[src/hw/rtl/sdf_pkg.sv]
// ----------------------------------------------------------------------------
// sdf_pkg
// Shared constants, codes and controller/datapath interface types of the
// signed distance field sampler.
// ----------------------------------------------------------------------------
`default_nettype none

package sdf_pkg;

  // Default geometry, overridable on the top level
  localparam int unsigned MaxImageDim  = 256;
  localparam int unsigned SearchRadius = 512;

  // Fixed field widths
  localparam int unsigned DimW     = 9;
  localparam int unsigned PosW     = 8;
  localparam int unsigned PixW     = 8;
  localparam int unsigned DistW    = 19;
  localparam int unsigned MagW     = DistW + 1;
  localparam int unsigned CfgIdxW  = 2;
  localparam int unsigned FracBits = 8;

  localparam int unsigned CoverThreshold = 127;
  localparam int unsigned DistPosMax     = (2 ** (DistW - 1)) - 1;

  // Register reset values
  localparam int unsigned InWidthRst   = 256;
  localparam int unsigned InHeightRst  = 256;
  localparam int unsigned OutWidthRst  = 32;
  localparam int unsigned OutHeightRst = 32;

  typedef enum logic [CfgIdxW-1:0] {
    CfgInWidth   = 2'd0,
    CfgInHeight  = 2'd1,
    CfgOutWidth  = 2'd2,
    CfgOutHeight = 2'd3
  } cfg_idx_e;

  typedef enum logic {
    OpLoad  = 1'b0,
    OpQuery = 1'b1
  } op_e;

  typedef struct packed {
    logic in_accept;
    logic clr_step;
    logic div_start;
    logic win;
    logic self_cap;
    logic scan_step;
    logic sqrt_start;
    logic post;
  } sdf_cmd_t;

  typedef struct packed {
    logic clr_last;
    logic bad;
    logic div_busy;
    logic scan_last;
    logic pipe_empty;
    logic sqrt_busy;
    logic out_busy;
  } sdf_sts_t;

endpackage

`default_nettype wire

[src/hw/rtl/sdf_ctrl.sv]
// ----------------------------------------------------------------------------
// sdf_ctrl
// Sequencer: memory clear after reset, load/query intake, mapping, window
// scan, square root and result posting.
// ----------------------------------------------------------------------------
`default_nettype none

module sdf_ctrl (
  input  logic              clk_i,
  input  logic              rst_ni,
  input  logic              in_valid_i,
  input  logic              operation_i,
  output logic              in_ready_o,
  input  sdf_pkg::sdf_sts_t sts_i,
  output sdf_pkg::sdf_cmd_t cmd_o
);
  import sdf_pkg::*;

  typedef enum logic [3:0] {
    StClear,
    StIdle,
    StCheck,
    StDiv,
    StWin,
    StSelf,
    StScan,
    StDrain,
    StSqrt,
    StPost
  } state_e;

  state_e state_q, state_d;

  always_comb begin
    state_d    = state_q;
    cmd_o      = '0;
    in_ready_o = 1'b0;
    case (state_q)
      StClear: begin
        cmd_o.clr_step = 1'b1;
        if (sts_i.clr_last) begin
          state_d = StIdle;
        end
      end
      StIdle: begin
        in_ready_o      = 1'b1;
        cmd_o.in_accept = in_valid_i;
        if (in_valid_i && (operation_i == OpQuery)) begin
          state_d = StCheck;
        end
      end
      StCheck: begin
        if (sts_i.bad) begin
          state_d = StPost;
        end else begin
          cmd_o.div_start = 1'b1;
          state_d         = StDiv;
        end
      end
      StDiv: begin
        if (!sts_i.div_busy) begin
          state_d = StWin;
        end
      end
      StWin: begin
        cmd_o.win = 1'b1;
        state_d   = StSelf;
      end
      StSelf: begin
        cmd_o.self_cap = 1'b1;
        state_d        = StScan;
      end
      StScan: begin
        cmd_o.scan_step = 1'b1;
        if (sts_i.scan_last) begin
          state_d = StDrain;
        end
      end
      StDrain: begin
        if (sts_i.pipe_empty) begin
          cmd_o.sqrt_start = 1'b1;
          state_d          = StSqrt;
        end
      end
      StSqrt: begin
        if (!sts_i.sqrt_busy) begin
          state_d = StPost;
        end
      end
      StPost: begin
        // hold until the result register is free
        if (!sts_i.out_busy) begin
          cmd_o.post = 1'b1;
          state_d    = StIdle;
        end
      end
      default: state_d = StIdle;
    endcase
  end

  always_ff @(posedge clk_i or negedge rst_ni) begin
    if (!rst_ni) begin
      state_q <= StClear;
    end else begin
      state_q <= state_d;
    end
  end

endmodule

`default_nettype wire

[config.mk]
export PLATFORM = sky130hd
export DESIGN_NAME = sdf_ctrl
export DESIGN_NICKNAME = d
export VERILOG_FILES = /design/src/hw/rtl/sdf_pkg.sv /design/src/hw/rtl/sdf_ctrl.sv
export SDC_FILE = /design/constraint.sdc
export NUM_CORES = 1
export LEC_CHECK = 0
export BUFFER_PORTS_ARGS = -buffer_cell sky130_fd_sc_hd__buf_2
export CAP_MARGIN = 20
export CORE_AREA = 2 2 39 41
export DETAILED_ROUTE_END_ITERATION = 10
export DIE_AREA = 0 0 41 43
export GPL_TIMING_DRIVEN = 1
export SLEW_MARGIN = 20
export SYNTH_ARGS = -nofsm -noshare
export SYNTH_HDL_FRONTEND = slang
export SYNTH_SLANG_ARGS = --single-unit
[constraint.sdc]
create_clock -name clk_i -period 2.3 [get_ports clk_i]
set_input_delay 0 -clock clk_i [delete_from_list [all_inputs] [get_ports clk_i]]
set_output_delay 0 -clock clk_i [all_outputs]
set_load 0.01 [all_outputs]
==> summary.md <==
| Metric | Value |
|---|---|
| Worst R2R Start | state_q[2] |
| Worst path required time | 2.42 ns |
| Filler instances | 141 |
| Max-Cap Viols | 0 |
| Port buffer count | 19 |
| Max rail drop VDD | 0.730 mV |
| Detail Route Antenna Nets | 0 |
| Tightest Hold Check Type | in -> async |
| Setup_tns | 0 ns |
| Post-DR wirelength/cell | 11.1 um |
| Startpoint types | register |
| Largest net degree at the start of global routing | 16 |
| Post-CTS setup buffer count | 0 |
| Total gr overflow | 0 |
| Worst Path Arrival | 1.78 ns |
| Status | finished, final reports clean |
| Max FO, Critical Path | 15 |
| Mapped Cells | 53 |
| Clock Path Buffers | 2 |
| Leakage | 0.288 nW |
| Hold buffer count at cts | 1 |
| Global-route wire length before repair | 1340 um |
| Rows | 14 |
| Pre-Repair DR Iteration Count | 4 |
| Worst reg2reg path endpoint | state_q[0] |
| Initial antenna violation count | 0 |
| Vias in the first global route | 354 |
| Chip height | 43 um |
| Count of final setup violators | 0 |
| Minimum clock period after layout | 1.66 ns |
| CTS buffer count | 3 |
| CTS tree | done |
| RSZ-0062 raised after global routing | no |
| Final WL | 977 um |
| Vias | 460 |
| Syn avg cell area | 8.83 sq um |
| Clock Pin Slew Worst Setup and Hold Paths | 0.04 ns |
| Worst R2R Setup Slack | 0.64 ns |
| Clock Skews | 0.00989 ns |
| Reg2reg path depth | 4 |
| Final RePlAce weighted congestion | 0.776 |
| CP Class | reg -> reg |
| Area growth syn-to-layout | 26.2% |
| Max_slew headroom | 0.683 |
| Fmax | 0.604 GHz |
| Crit. End Element | register |
| Max reg flops | 4 |
| Final-stage net count | 85 |
| Die width | 41 um |
| Largest regs | state_q x4 |
| Vias per cell | 5.23 |
| Final Util | 0.427 |
| I/O Pins | 20 |
| ANT cells | 0 |
| Pins Over Slew Limit | 0 |
| DIE AREA | 1760 sq um |
| Worst slew pin tran | 0.475 ns |
| Root buffer cell | clkbuf_4 |
| Skew-Pair Late Insertion Delay | 0.24 ns |
| Mapped Nets | 64 |
| Top reg by flops | state_q |
| Synthesized cell area | 468 sq um |
| Post-route DRC | 0 |
| Synth cell types | 35 |
| Yosys warns | 0 |
| Starting Density | 0.338 |
| Pwr dens | 1370 nW/um^2 |
| Total GRT Usage | 0.113 |
| Layout cells sized above 1 | 0.417 |
| Core area | 1380 sq um |
| Post_cts resized | 0 |
| Period utilization | 0.720 |
| DR iter-0 viols | 15 |
| H-tree levels | 1 |
| #FFs+latches synth | 4 |
| Register area share after synthesis | 0.214 |
| Final Hold Fails | 0 |
| Sink Count | 4 |
| DP HPWL | 733 um |
-- layer usage --
layer  track usage  wire length (um)  vias up
met5             0                 0        -
met3        0.0628                75        0
met4        0.0400                 0        0
met2         0.163               461       13
met1         0.137               440      212
li1              -                 -      235
-- cells by family after synthesis --
group                  synth area share
flip-flops                        0.214
AND/OR/NAND/NOR                   0.460
multiplexers                     0.0321
buffers and inverters            0.0775
AO/OA/AOI/OAI                     0.217
-- worst max-delay path by stage --
| stage | startpoint | to | slack, ns | cells past startpoint |
|---|---|---|---|---|
| after floorplan | state_q[1] | state_q[3] | 0.84 | 4 |
| after global placement | state_q[1] | state_q[3] | 0.64 | 4 |
| after detailed placement | state_q[3] | state_q[0] | 0.65 | 4 |
| after CTS | state_q[2] | state_q[3] | 0.64 | 4 |
| after global routing | state_q[3] | state_q[3] | 0.55 | 4 |
| final | state_q[2] | state_q[0] | 0.64 | 4 |
-- layout make-up --
class | count | area [sq um] | share of cell area
clock buffers | 3 | 22.5 | 0.0381
repair buffers | 21 | 113 | 0.191
multi-input cells | 43 | 332 | 0.561
well taps | 16 | 20.0 | 0.0339
inverters | 1 | 3.75 | 0.00636
flip-flops and latches | 4 | 100 | 0.169
-- worst max-delay path, stage by stage (launching register included) --
cell and delay (ns):
dfrtp_1 0.63, and4bb_2 0.30, o21ai_2 0.20, nand3_2 0.11, mux2_4 0.30
-- cell usage in the layout, fill, tap and decap left out, types with 2 or more instances in the layout --
| cell | synthesis | routed |
|---|---|---|
| buf_2 | 2 | 19 |
| nand3_1 | 4 | 4 |
| nand2b_1 | 4 | 4 |
| or2b_1 | 2 | 2 |
| nand2_1 | 2 | 2 |
| and2_1 | 2 | 2 |
| nor2_1 | 5 | 5 |
| clkbuf_4 | 0 | 3 |
| dfrtp_1 | 4 | 4 |
| a21o_1 | 2 | 2 |
-- where the power goes --
group	switching [W]	internal, W
logic	0.000233	0.000278
clock network	0.0000281	0.0000583
registers	0.000106	0.000105
total	0.000367	0.000441
-- stage by stage --
| stage | instances | hold WS (ns) | area, sq um | setup slack (ns) | total power (W) |
|---|---|---|---|---|---|
| floorplan | 53 | -0.296 | 468 | 0.836 | 0.000632 |
| global placement | 84 | -0.190 | 558 | 0.640 | 0.000730 |
| detailed placement | 84 | -0.192 | 558 | 0.645 | 0.000724 |
| CTS | 88 | 0.0960 | 591 | 0.638 | 0.000817 |
| global route | 88 | 0.0983 | 591 | 0.546 | 0.000877 |
| finish | 88 | 0.0955 | 591 | 0.643 | 0.000809 |
-- synth_stat cells (all sizes together) --
cell type | number | area share
a21o | 2 | 0.032
clkbuf | 1 | 0.0080
or2b | 2 | 0.032
nor2b | 1 | 0.013
nand2b | 4 | 0.053
o211ai | 1 | 0.016
nor4 | 1 | 0.013
a21oi | 1 | 0.011
and2 | 2 | 0.027
nor4b | 2 | 0.070
buf | 4 | 0.062
nand2 | 2 | 0.016
inv | 1 | 0.0080
o2bb2ai | 1 | 0.019
and3b | 1 | 0.019
a32o | 1 | 0.021
nor3 | 2 | 0.032
nor3b | 1 | 0.016
dfrtp | 4 | 0.21
nor2 | 5 | 0.040
nand3 | 5 | 0.064
mux2 | 1 | 0.032
o21ai | 3 | 0.040
a32oi | 1 | 0.059
and4bb | 1 | 0.027
nor4bb | 1 | 0.021
o311ai | 1 | 0.019
nand3b | 1 | 0.016
(Power assumes the default switching activity.)
